<file path="config.mk">
export PLATFORM = sky130hd
export DESIGN_NAME = sorted_priority_queue
export DESIGN_NICKNAME = d
export VERILOG_FILES = /design/src/hw/rtl/spq_pkg.sv /design/src/hw/rtl/spq_ctrl.sv /design/src/hw/rtl/spq_datapath.sv /design/src/hw/rtl/sorted_priority_queue.sv
export SDC_FILE = /design/constraint.sdc
export NUM_CORES = 2
export LEC_CHECK = 0
export BUFFER_PORTS_ARGS = -buffer_cell sky130_fd_sc_hd__buf_2
export CORE_MARGIN = 5
export CORE_UTILIZATION = 60
export DETAILED_ROUTE_END_ITERATION = 10
export PLACE_DENSITY_LB_ADDON = 0.15
export SYNTH_ARGS = -nofsm -noshare
export SYNTH_HDL_FRONTEND = slang
export SYNTH_SLANG_ARGS = --single-unit
</file>
<file path="constraint.sdc">
create_clock -name clk -period 10.4 [get_ports clk]
set_clock_uncertainty 0.1 [all_clocks]
set_input_delay 2.08 -clock clk [delete_from_list [all_inputs] [get_ports clk]]
set_output_delay 2.08 -clock clk [all_outputs]
set_load 0.03 [all_outputs]
</file>
<file path="src/hw/rtl/spq_pkg.sv">
`default_nettype none

package spq_pkg;

  localparam int SPQ_DEPTH = 16;
  localparam int DATA_W    = 32;
  localparam int STATUS_W  = 2;
  localparam int OCC_W     = 5;

  localparam logic KIND_PUSH = 1'b0;
  localparam logic KIND_POP  = 1'b1;

  localparam logic [STATUS_W-1:0] ST_DONE  = 2'd0;
  localparam logic [STATUS_W-1:0] ST_EMPTY = 2'd1;
  localparam logic [STATUS_W-1:0] ST_FULL  = 2'd2;

  typedef struct packed {
    logic                capture;
    logic                push;
    logic                pop;
    logic                load;
    logic [STATUS_W-1:0] code;
  } spq_cmd_t;

  typedef struct packed {
    logic kind;
    logic full;
    logic empty;
  } spq_sts_t;

endpackage

`default_nettype wire

</file>
<file path="src/hw/rtl/spq_ctrl.sv">
`default_nettype none

module spq_ctrl
  import spq_pkg::*;
(
  input  wire logic     clk,
  input  wire logic     rst,
  input  wire logic     in_valid,
  output logic          in_stall,
  output logic          out_valid,
  input  wire logic     out_stall,
  input  wire spq_sts_t sts,
  output spq_cmd_t      cmd
);

  localparam logic S_IDLE = 1'b0;
  localparam logic S_EXEC = 1'b1;

  logic state;
  logic state_next;
  logic out_valid_next;
  logic accept;

  assign in_stall = (state != S_IDLE) || (out_valid && out_stall);
  assign accept   = in_valid && !in_stall;

  always_comb begin
    state_next     = state;
    out_valid_next = out_valid && out_stall;
    cmd            = '0;
    cmd.code       = ST_DONE;
    case (state)
      S_IDLE: begin
        if (accept) begin
          cmd.capture = 1'b1;
          state_next  = S_EXEC;
        end
      end
      S_EXEC: begin
        cmd.load = 1'b1;
        if (sts.kind == KIND_PUSH) begin
          if (sts.full) begin
            cmd.code = ST_FULL;
          end else begin
            cmd.push = 1'b1;
          end
        end else begin
          if (sts.empty) begin
            cmd.code = ST_EMPTY;
          end else begin
            cmd.pop = 1'b1;
          end
        end
        out_valid_next = 1'b1;
        state_next     = S_IDLE;
      end
      default: begin
        state_next = S_IDLE;
      end
    endcase
  end

  always_ff @(posedge clk) begin
    if (rst) begin
      state     <= S_IDLE;
      out_valid <= 1'b0;
    end else begin
      state     <= state_next;
      out_valid <= out_valid_next;
    end
  end

endmodule

`default_nettype wire

</file>
<file path="src/hw/rtl/spq_datapath.sv">
`default_nettype none

module spq_datapath
  import spq_pkg::*;
#(
  parameter int DEPTH = SPQ_DEPTH
)
(
  input  wire logic                     clk,
  input  wire logic                     rst,
  input  wire spq_cmd_t                 cmd,
  output spq_sts_t                      sts,
  input  wire logic                     kind,
  input  wire logic signed [DATA_W-1:0] value,
  input  wire logic signed [DATA_W-1:0] key,
  output logic [STATUS_W-1:0]           status,
  output logic signed [DATA_W-1:0]      head_value,
  output logic signed [DATA_W-1:0]      head_key,
  output logic                          is_empty,
  output logic                          is_full,
  output logic [OCC_W-1:0]              occupancy
);

  localparam int CW = $clog2(DEPTH + 1);
  localparam logic [CW-1:0] FULL_COUNT = CW'(DEPTH);

  logic                     kind_q;
  logic signed [DATA_W-1:0] value_q;
  logic signed [DATA_W-1:0] key_q;

  logic signed [DATA_W-1:0] val_mem [DEPTH];
  logic signed [DATA_W-1:0] key_mem [DEPTH];
  logic signed [DATA_W-1:0] val_nxt [DEPTH];
  logic signed [DATA_W-1:0] key_nxt [DEPTH];
  logic [DEPTH-1:0]         stays;

  logic [CW-1:0] count;
  logic [CW-1:0] count_next;

  assign sts.kind  = kind_q;
  assign sts.full  = (count == FULL_COUNT);
  assign sts.empty = (count == '0);

  // an entry keeps its slot when it outranks the incoming key
  for (genvar i = 0; i < DEPTH; i++) begin : g_cell
    localparam logic [CW-1:0] IDX = CW'(i);
    logic prev_stays;
    logic signed [DATA_W-1:0] val_up;
    logic signed [DATA_W-1:0] key_up;

    assign stays[i] = (IDX < count) && (key_q < key_mem[i]);

    if (i == 0) begin : g_first
      assign prev_stays = 1'b0;
    end else begin : g_rest
      assign prev_stays = stays[i-1];
    end

    if (i == DEPTH - 1) begin : g_last
      assign val_up = val_mem[i];
      assign key_up = key_mem[i];
    end else begin : g_inner
      assign val_up = val_mem[i+1];
      assign key_up = key_mem[i+1];
    end

    always_comb begin
      val_nxt[i] = val_mem[i];
      key_nxt[i] = key_mem[i];
      if (cmd.push) begin
        if (stays[i]) begin
          val_nxt[i] = val_mem[i];
          key_nxt[i] = key_mem[i];
        end else if (i == 0 || prev_stays) begin
          val_nxt[i] = value_q;
          key_nxt[i] = key_q;
        end else begin
          val_nxt[i] = val_mem[i-1 < 0 ? 0 : i-1];
          key_nxt[i] = key_mem[i-1 < 0 ? 0 : i-1];
        end
      end else if (cmd.pop) begin
        val_nxt[i] = val_up;
        key_nxt[i] = key_up;
      end
    end
  end

  always_comb begin
    count_next = count;
    if (cmd.push) begin
      count_next = count + CW'(1);
    end else if (cmd.pop) begin
      count_next = count - CW'(1);
    end
  end

  always_ff @(posedge clk) begin
    if (rst) begin
      count <= '0;
    end else begin
      count <= count_next;
    end
  end

  always_ff @(posedge clk) begin
    if (cmd.capture) begin
      kind_q  <= kind;
      value_q <= value;
      key_q   <= key;
    end
    if (cmd.push || cmd.pop) begin
      val_mem <= val_nxt;
      key_mem <= key_nxt;
    end
    if (cmd.load) begin
      status     <= cmd.code;
      head_value <= (count_next != '0) ? val_nxt[0] : '0;
      head_key   <= (count_next != '0) ? key_nxt[0] : '0;
      is_empty   <= (count_next == '0);
      is_full    <= (count_next == FULL_COUNT);
      occupancy  <= OCC_W'(count_next);
    end
  end

endmodule

`default_nettype wire

</file>
<file path="src/hw/rtl/sorted_priority_queue.sv">
// Sorted priority queue of up to DEPTH (value, signed key) entries, largest key at the
// head, newest first among equal keys. Each transaction is a push (kind 0) or a pop
// (kind 1) and returns one result with the status and the head, flags and count after
// the step. A transaction runs through a capture step that registers the item, then an
// execute step in which every entry register compares its key with the new key in
// parallel and shifts or holds. The next item is taken only once the execute step is done
// and the result register is free or is being taken in the same cycle.
`default_nettype none

module sorted_priority_queue
  import spq_pkg::*;
#(
  parameter int DEPTH = SPQ_DEPTH
)
(
  input  wire logic                     clk,
  input  wire logic                     rst,
  input  wire logic                     in_valid,
  output logic                          in_stall,
  input  wire logic                     kind,
  input  wire logic signed [DATA_W-1:0] value,
  input  wire logic signed [DATA_W-1:0] key,
  output logic                          out_valid,
  input  wire logic                     out_stall,
  output logic [STATUS_W-1:0]           status,
  output logic signed [DATA_W-1:0]      head_value,
  output logic signed [DATA_W-1:0]      head_key,
  output logic                          is_empty,
  output logic                          is_full,
  output logic [OCC_W-1:0]              occupancy
);

  spq_cmd_t cmd;
  spq_sts_t sts;

  spq_ctrl u_ctrl (
    .clk       (clk),
    .rst       (rst),
    .in_valid  (in_valid),
    .in_stall  (in_stall),
    .out_valid (out_valid),
    .out_stall (out_stall),
    .sts       (sts),
    .cmd       (cmd)
  );

  spq_datapath #(
    .DEPTH (DEPTH)
  ) u_dp (
    .clk        (clk),
    .rst        (rst),
    .cmd        (cmd),
    .sts        (sts),
    .kind       (kind),
    .value      (value),
    .key        (key),
    .status     (status),
    .head_value (head_value),
    .head_key   (head_key),
    .is_empty   (is_empty),
    .is_full    (is_full),
    .occupancy  (occupancy)
  );

endmodule

`default_nettype wire

</file>
## Word-level counts from Yosys, hierarchy flattened

Index checks and enable logic that the tools add are counted.

| cells by class | value |
|---|---|
| add/subtract/negate cells | 2 |
| multiply operators | 0 |
| divide/modulo/power cells | 0 |
| $lt $le $gt $ge | 32 |
| equal/unequal tests | 16 |
| shift-type cells | 0 |
| multiplexer cells | 134 |
| bitwise gates (word level) | 2 |
| reduce and logical (&&, ||, !) cells | 40 |

Operators with widths:

| kind | number |
|---|---|
| $mux W32 | 120 |
| $lt A32 B32 Y1 | 16 |
| $reduce_and A3 Y1 | 15 |
| $lt A4 B5 Y1 const A | 8 |
| $ne A2 B2 Y1 const B | 14 |
| $lt A3 B5 Y1 const A | 4 |
| $logic_and A1 B1 Y1 | 18 |
| $mux W5 | 3 |
| $eq A5 B5 Y1 const B | 2 |
| $logic_not A5 Y1 | 2 |
| $lt A1 B5 Y1 const A | 2 |
| $lt A2 B5 Y1 const A | 2 |
| $mux W1 | 8 |
| $add A5 B1 Y5 const B | 1 |
| $reduce_bool A5 Y1 | 1 |
| $sub A5 B1 Y5 const B | 1 |
| $mux W2 | 2 |
| $logic_or A1 B1 Y1 | 2 |
| $not A1 Y1 | 2 |
| $pmux W1 S2 | 1 |
| $reduce_bool A2 Y1 | 1 |
| $logic_not A1 Y1 | 1 |

| word-level totals | value |
|---|---|
| flip-flop bits (word level) | 1169 |
| bits in latches | 0 |
| memory bits (writable) | 0 |
| ROM bits | 0 |
| input bits | 69 |
| output and inout bits | 75 |
| word-level logic and storage cells | 270 |
| memories | 0 |

## Logic depth before layout (Yosys ltp)

| depth | value |
|---|---|
| word-level depth | 7 |
| gate-level depth with buffers | 14 |
| mapped depth without buffers | 11 |

## Modules after synthesis

A second synthesis with hierarchy kept.

| second synthesis, totals | value |
|---|---|
| cell total of the unflattened synthesis | 6579 |
| area total of the unflattened synthesis | 70033.4 µm² |

By module, submodules not included:

| module | times used | cells an instance | area an instance (µm²) | seq. area each (µm²) |
|---|---|---|---|---|
| spq_datapath | 1 | 6565 | 69899.5 | 34993.6 |
| spq_ctrl | 1 | 14 | 133.9 | 40.0 |

## Worst setup path before layout

No wires, ideal clock.

| timing | value |
|---|---|
| kind | flip-flop to flip-flop |
| start point | register u_ctrl.state |
| end point | register u_dp.key_mem (netlist bit u_dp.g_cell[9].key_up[0]) (enable) |
| setup time | 0.575 ns |
| data arrival time | 7.392 ns |
| data required time | 9.725 ns |
| slack | 2.333 ns |
| stages on the path, launching flop included | 6 |
| buffers on the path | 2 |
| period minus slack after synthesis | 8.067 ns |
| cells stage by stage | dfxtp_1 > nand2b_1 > a21o_1 > buf_2 > clkbuf_1 > o21ai_0 |

| on the way | value |
|---|---|
| cells in the longest elaborated chain, start to end | 3 |
| elaborated cells between the ends (all ways) | 5 |
| those cells by class | eq/ne (1); mux (1); reduce/logical (3) |

Ends and longest elaborated chain:

| element | RTL line | RTL |
|---|---|---|
| from (decl) | spq_ctrl.sv:19 | `logic state;` |
| from (signal assigned) | spq_ctrl.sv:68 | `state <= state_next;` |
| $mux W5 (*) | spq_ctrl.sv:32 | `case (state)` |
| $ne A2 B2 Y1 (no source line) (tied with other cells) | -- |  |
| $reduce_and A3 Y1 (no source line) (*) | -- |  |
| to (signal assigned) | spq_datapath.sv:113 | `key_mem <= key_nxt;` |
| to (decl) | spq_datapath.sv:32 | `logic signed [DATA_W-1:0] key_mem [DEPTH];` |

Every way passes the cells marked *; elsewhere a longest branch is shown, timed or not.
A chain may end at the register's enable or synchronous reset.

## Final worst setup path

| timing | value |
|---|---|
| start point | register u_dp.count[1] |
| end point | register u_dp.head_value[9], data pin |

| on the way | value |
|---|---|
| cells in the longest elaborated chain, start to end | 7 |
| elaborated cells between the ends (all ways) | 17 |
| those cells by class | add/sub (2); order compare (1); eq/ne (1); mux (10); reduce/logical (3) |

Ends and longest elaborated chain:

| element | RTL line | RTL |
|---|---|---|
| from (decl) | spq_datapath.sv:37 | `logic [CW-1:0] count;` |
| from (signal assigned) | spq_datapath.sv:101 | `count <= count_next;` |
| $logic_not A5 Y1 | spq_datapath.sv:42 | `assign sts.empty = (count == '0);` |
| $mux W1 | spq_ctrl.sv:48 | `if (sts.empty) begin` |
| $mux W1 | spq_ctrl.sv:41 | `if (sts.kind == KIND_PUSH) begin` |
| $mux W5 (*) | spq_ctrl.sv:32 |  |
| $mux W5 | spq_datapath.sv:92 | `end else if (cmd.pop) begin` |
| $mux W5 (*) | spq_datapath.sv:90 | `if (cmd.push) begin` |
| net u_dp.count_next[0] | spq_datapath.sv:38 | `logic [CW-1:0] count_next;` |
| $reduce_bool A5 Y1 (*) | spq_datapath.sv:117 | `head_value <= (count_next != '0) ? val_nxt[0] : '0;` |
| to (signal assigned) | spq_datapath.sv:117 |  |
| to (decl) | spq_datapath.sv:17 | `output logic signed [DATA_W-1:0] head_value,` |

The timed path passes the listed nets; every way through them passes the cells marked *.

==> report_table.html <==
<table>
<tr><th>Metric</th><th>Value</th></tr>
<tr><th colspan="2">Setup path</th></tr>
<tr><td>Critical Path Slowest Stage Cell</td><td>buf_4</td></tr>
<tr><td>Critical path required time</td><td>10.80 ns</td></tr>
<tr><td>R2R depth</td><td>12</td></tr>
<tr><td>End of the worst register-to-register path</td><td>u_dp.head_value[9]</td></tr>
<tr><td>Category of the worst setup path launch point</td><td>register</td></tr>
<tr><td>Data arrival, critical path</td><td>5.93 ns</td></tr>
<tr><td>WS Path Type</td><td>reg2reg</td></tr>
<tr><td>R2r setup slk</td><td>4.87 ns</td></tr>
<tr><td>Maximum net fanout on the critical path</td><td>68</td></tr>
<tr><td>Critical Path End Type</td><td>register</td></tr>
<tr><td>Crit Reg-Reg Startpoint</td><td>u_dp.count[1]</td></tr>
<tr><td>CP Cell Sequence</td><td>inv_1 -&gt; ha_1 -&gt; nor3b_4 -&gt; a21oi_4 -&gt; buf_4 -&gt; nor2_1 -&gt; xnor2_1 -&gt; inv_2 -&gt; or4_1 -&gt; nand2b_4 -&gt; inv_2 -&gt; nor2_1</td></tr>
<tr><td>Delay contributed by the slowest stage of the critical path</td><td>0.90 ns</td></tr>
<tr><th colspan="2">Worst hold path</th></tr>
<tr><td>Worst hold path cell count</td><td>2</td></tr>
<tr><td>Min-delay worst type</td><td>reg2reg</td></tr>
<tr><td>Capture endpoint of the worst hold path</td><td>u_ctrl.out_valid</td></tr>
<tr><td>Startpoint of the tightest hold check path</td><td>u_ctrl.out_valid</td></tr>
<tr><th colspan="2">Synth</th></tr>
<tr><td>Parity-gate share of the synthesized area counting xor and xnor cells</td><td>0.03697%</td></tr>
<tr><td>Seq cells post-synth</td><td>1,169</td></tr>
<tr><td>Synth Area per Inst</td><td>10.28 um2</td></tr>
<tr><td>Mux contribution to synthesized area</td><td>7.438%</td></tr>
<tr><td>Number of distinct standard cells referenced by the synthesized netlist</td><td>80</td></tr>
<tr><td>Register area share after synthesis</td><td>49.29%</td></tr>
<tr><td>Ranking of synthesized cells by area</td><td>edfxtp_1, ha_1, mux2i_1</td></tr>
<tr><td>Area share of the largest cell type after synthesis</td><td>49.09%</td></tr>
<tr><td>Fraction of the mapped netlist area in simple logic gates</td><td>11.68%</td></tr>
<tr><td>Count of synthesis-stage warnings from yosys</td><td>0</td></tr>
<tr><td>Compound-cell area share of the yosys netlist</td><td>16.33%</td></tr>
<tr><td>Post-synth EDFFs</td><td>1,162</td></tr>
<tr><td>Dominant synthesized flop cell</td><td>edfxtp_1</td></tr>
<tr><td>Post-synth net total</td><td>7,484</td></tr>
<tr><td>Cell taking the most area after synthesis</td><td>edfxtp_1</td></tr>
<tr><td>Share of flip-flops with an asynchronous set or reset after synthesis</td><td>0%</td></tr>
<tr><td>Area of the mapped netlist</td><td>71,080 um2</td></tr>
<tr><td>Area share of fa/ha/maj cells after synthesis</td><td>8.784%</td></tr>
<tr><td>Cell count after synthesis</td><td>6,916</td></tr>
<tr><td>Largest family of logic cells by synthesized area</td><td>compound AO/OA/AOI/OAI gates</td></tr>
<tr><th colspan="2">Power and ir drop</th></tr>
<tr><td>Sequential Power Share</td><td>47.8%</td></tr>
<tr><td>Net load switching power</td><td>0.003277 W</td></tr>
<tr><td>Switch share</td><td>27.53%</td></tr>
<tr><td>Portion of total power attributed to the clock network</td><td>38.6%</td></tr>
<tr><td>Internal Pwr Total</td><td>0.008626 W</td></tr>
<tr><td>Total power per unit cell area</td><td>155.2 nW/um2</td></tr>
<tr><td>Logic pwr share</td><td>13.5%</td></tr>
<tr><td>IR drop worst, VDD</td><td>183.5 uV</td></tr>
<tr><td>Static Leakage</td><td>30.27 nW</td></tr>
<tr><th colspan="2">Routing</th></tr>
<tr><td>Number of optimization iterations in the first detailed-route pass</td><td>10</td></tr>
<tr><td>Total routed wirelength</td><td>219,300 um</td></tr>
<tr><td>Initial drt markers</td><td>7,435</td></tr>
<tr><td>DRC Markers</td><td>0</td></tr>
<tr><td>Via count normalized by instance count</td><td>6.784</td></tr>
<tr><td>Post-route ant nets</td><td>0</td></tr>
<tr><td>Total vias in the final route</td><td>56,710</td></tr>
<tr><td>Average routed wire per standard cell</td><td>26.23 um</td></tr>
<tr><th colspan="2">Finish</th></tr>
<tr><td># nets final</td><td>7,292</td></tr>
<tr><td>Commonest cells after routing, fill and taps aside</td><td>edfxtp_1, nor2_1, inv_1, ha_1, a21oi_1</td></tr>
<tr><td>Fill cell total of the finished layout</td><td>9,308</td></tr>
<tr><td>Most common cell after layout, fill and taps aside</td><td>edfxtp_1</td></tr>
<tr><td>Layout cells sized above 1</td><td>7.666%</td></tr>
<tr><td>Post-route cell area</td><td>76,700 um2</td></tr>
<tr><td>Layout-stage area growth over the synthesis result</td><td>7.918%</td></tr>
<tr><th colspan="2">Timing</th></tr>
<tr><td>Worst rel slew slack</td><td>10.37%</td></tr>
<tr><td>Final setup TNS</td><td>0 ns</td></tr>
<tr><td>RSZ-0062 raised after global routing</td><td>false</td></tr>
<tr><td>Pin slew with the least headroom to its limit</td><td>1.344 ns</td></tr>
<tr><td>Min setup slack post-route</td><td>4.870 ns</td></tr>
<tr><td>Final Max Slew Viols</td><td>0</td></tr>
<tr><td>Minimum hold slack</td><td>0.4555 ns</td></tr>
<tr><td>Final-report hold violation count</td><td>0</td></tr>
<tr><td>Highest clock rate</td><td>180.8 MHz</td></tr>
<tr><td>Final count of negative-setup-slack endpoints</td><td>0</td></tr>
<tr><td>Final worst-path cycle share</td><td>53.17%</td></tr>
<tr><td>Min cycle time layout</td><td>5.530 ns</td></tr>
<tr><th colspan="2">Floorplan</th></tr>
<tr><td>Overall die area</td><td>125,400 um2</td></tr>
<tr><td>Row count</td><td>126</td></tr>
<tr><td>Die width</td><td>354.2 um</td></tr>
<tr><td>Std-Cell Core Area</td><td>117,900 um2</td></tr>
<tr><td>Effective utilization at floorplan</td><td>60.27%</td></tr>
<tr><td># IOs</td><td>144</td></tr>
<tr><td>Y dimension of the die</td><td>354.2 um</td></tr>
<tr><th colspan="2">CTS</th></tr>
<tr><td>Post-CTS setup buffers</td><td>0</td></tr>
<tr><td>Number of resized instances in the post-cts repair step</td><td>0</td></tr>
<tr><td>Clock Sinks</td><td>1,169</td></tr>
<tr><td>CTS tree</td><td>done</td></tr>
<tr><td>Clock latency on the worst-skew pair</td><td>0.79 ns</td></tr>
<tr><td>Count of hold buffers inserted by post-cts repair</td><td>0</td></tr>
<tr><td>Inserted Clock Buffers</td><td>133</td></tr>
<tr><td>Reg clk slew, reported paths</td><td>0.06 ns</td></tr>
<tr><td>Clock tree root driver cell</td><td>clkbuf_16</td></tr>
<tr><td>Buffer depth of the longest clock path</td><td>3</td></tr>
<tr><td>Total number of H-tree levels</td><td>4</td></tr>
<tr><th colspan="2">Global routing</th></tr>
<tr><td>Initial antenna violation count</td><td>4</td></tr>
<tr><td>Largest net degree at the start of global routing</td><td>223</td></tr>
<tr><td>Via count of the first global-routing pass</td><td>54,490</td></tr>
<tr><td>Global-route wire length before repair</td><td>328,100 um</td></tr>
<tr><td>GRT Total Usage</td><td>33.55%</td></tr>
<tr><td>GR Overflow Total</td><td>0</td></tr>
<tr><th colspan="2">Placement</th></tr>
<tr><td>Number of port buffers</td><td>143</td></tr>
<tr><td>Worst setup slack before clock tree synthesis</td><td>5.090 ns</td></tr>
<tr><td>Routability Congestion</td><td>0.9318</td></tr>
<tr><td>Instance area at placement</td><td>72,540 um2</td></tr>
<tr><td>Total half-perimeter wirelength after legalization and detailed placement</td><td>137,000 um</td></tr>
<tr><th colspan="2">Run</th></tr>
<tr><td>Max-cap violations</td><td>0</td></tr>
<tr><th colspan="2">Outcome</th></tr>
<tr><td>Outcome</td><td>completed</td></tr>
</table>
==> sequential cells by signal, summed over array words and instances (netlist names) <==
register            cells
u_dp.key_mem           32
u_dp.g_cell.key_up    480
u_dp.g_cell.val_up    480
u_dp.is_empty           1
u_dp.value_q           32
u_dp.key_q             32
u_dp.val_mem           32
u_ctrl.out_valid        1
u_dp.count              5
u_ctrl.state            1
u_dp.kind_q             1
u_dp.is_full            1
u_dp.head_key          32
u_dp.head_value        32
u_dp.status             2
u_dp.occupancy          5
==> critical path, delay by kind of cell, from the launching register on <==
| family | cells | cell delay, ns |
|---|---|---|
| flip-flops | 1 | 0.57 |
| AND/OR/NAND/NOR | 5 | 1.72 |
| adder cells (fa/ha/maj) | 1 | 0.31 |
| AO/OA/AOI/OAI | 1 | 0.17 |
| buffers and inverters | 4 | 1.93 |
| XOR/XNOR | 1 | 0.37 |
==> metrics by stage <==
stage               instances  util (%)  power [W]
floorplan                6916         -   0.006819
global placement         8125     61.52   0.007295
detailed placement       8125     61.52   0.007353
CTS                      8358     65.04    0.01191
global route             8358     65.04    0.01229
finish                   8359     65.05    0.01190
==> routing by layer <==
| metal | vias to the layer above | routed length (um) | track usage (%) |
|---|---|---|---|
| met1 | 27340 | 85110 | 44.80 |
| met2 | 3410 | 100900 | 53.70 |
| li1 | 25370 | - | - |
| met4 | 4 | 10460 | 15.04 |
| met5 | - | 54 | 0 |
| met3 | 586 | 22760 | 6.371 |
==> how the worst max path moves through the flow <==
stage,startpoint,to
floorplan,u_ctrl.state,u_dp.g_cell[9].key_up[0]
global placement,u_dp.count[1],u_dp.head_value[9]
detailed placement,u_dp.count[1],u_dp.head_value[27]
CTS,u_dp.count[1],u_dp.head_value[27]
global route,u_dp.count[1],u_dp.head_value[13]
finish,u_dp.count[1],u_dp.head_value[9]
==> cells by family after synthesis <==
| group | after synthesis |
|---|---|
| AOI/OAI and AO/OA | 1716 |
| xor gates and xnor gates | 3 |
| adders and majority gates | 499 |
| buffers and inverters | 1139 |
| DFF | 1169 |
| muxes | 520 |
| and+or+nand+nor | 1870 |
==> cell type report <==
| class | instances | area (um2) | area share, % |
|---|---|---|---|
| Sequential cell | 1169 | 35040 | 45.68 |
| Tap cell | 1536 | 1922 | 2.506 |
| Antenna cell | 1 | 2.502 | 0.003262 |
| Multi-Input combinational cell | 4608 | 31850 | 41.53 |
| Timing Repair Buffer | 264 | 1674 | 2.183 |
| Clock buffer | 165 | 3512 | 4.579 |
| Inverter | 548 | 2058 | 2.683 |
| Clock inverter | 68 | 645.6 | 0.8417 |
==> synth_stat cells (156+ instances only) <==
library cell	number
o21ai_0	196
inv_1	544
edfxtp_1	1162
clkbuf_1	391
nor3_1	341
mux2i_1	455
ha_1	499
nand2_1	402
nor2_1	745
a21oi_1	469
nand3_1	156
o21ai_1	255
==> power groups by stage <==
stage | registers [W] | clock network (W) | logic [W]
after global placement | 0.00577 | 0 | 0.00152
after CTS | 0.00569 | 0.00465 | 0.00158
after detailed placement | 0.00578 | 0 | 0.00157
after global routing | 0.00571 | 0.00484 | 0.00174
after floorplan | 0.00578 | 0 | 0.00104
final | 0.00569 | 0.00460 | 0.00161
Note: power is estimated with default switching activity, not from simulation.
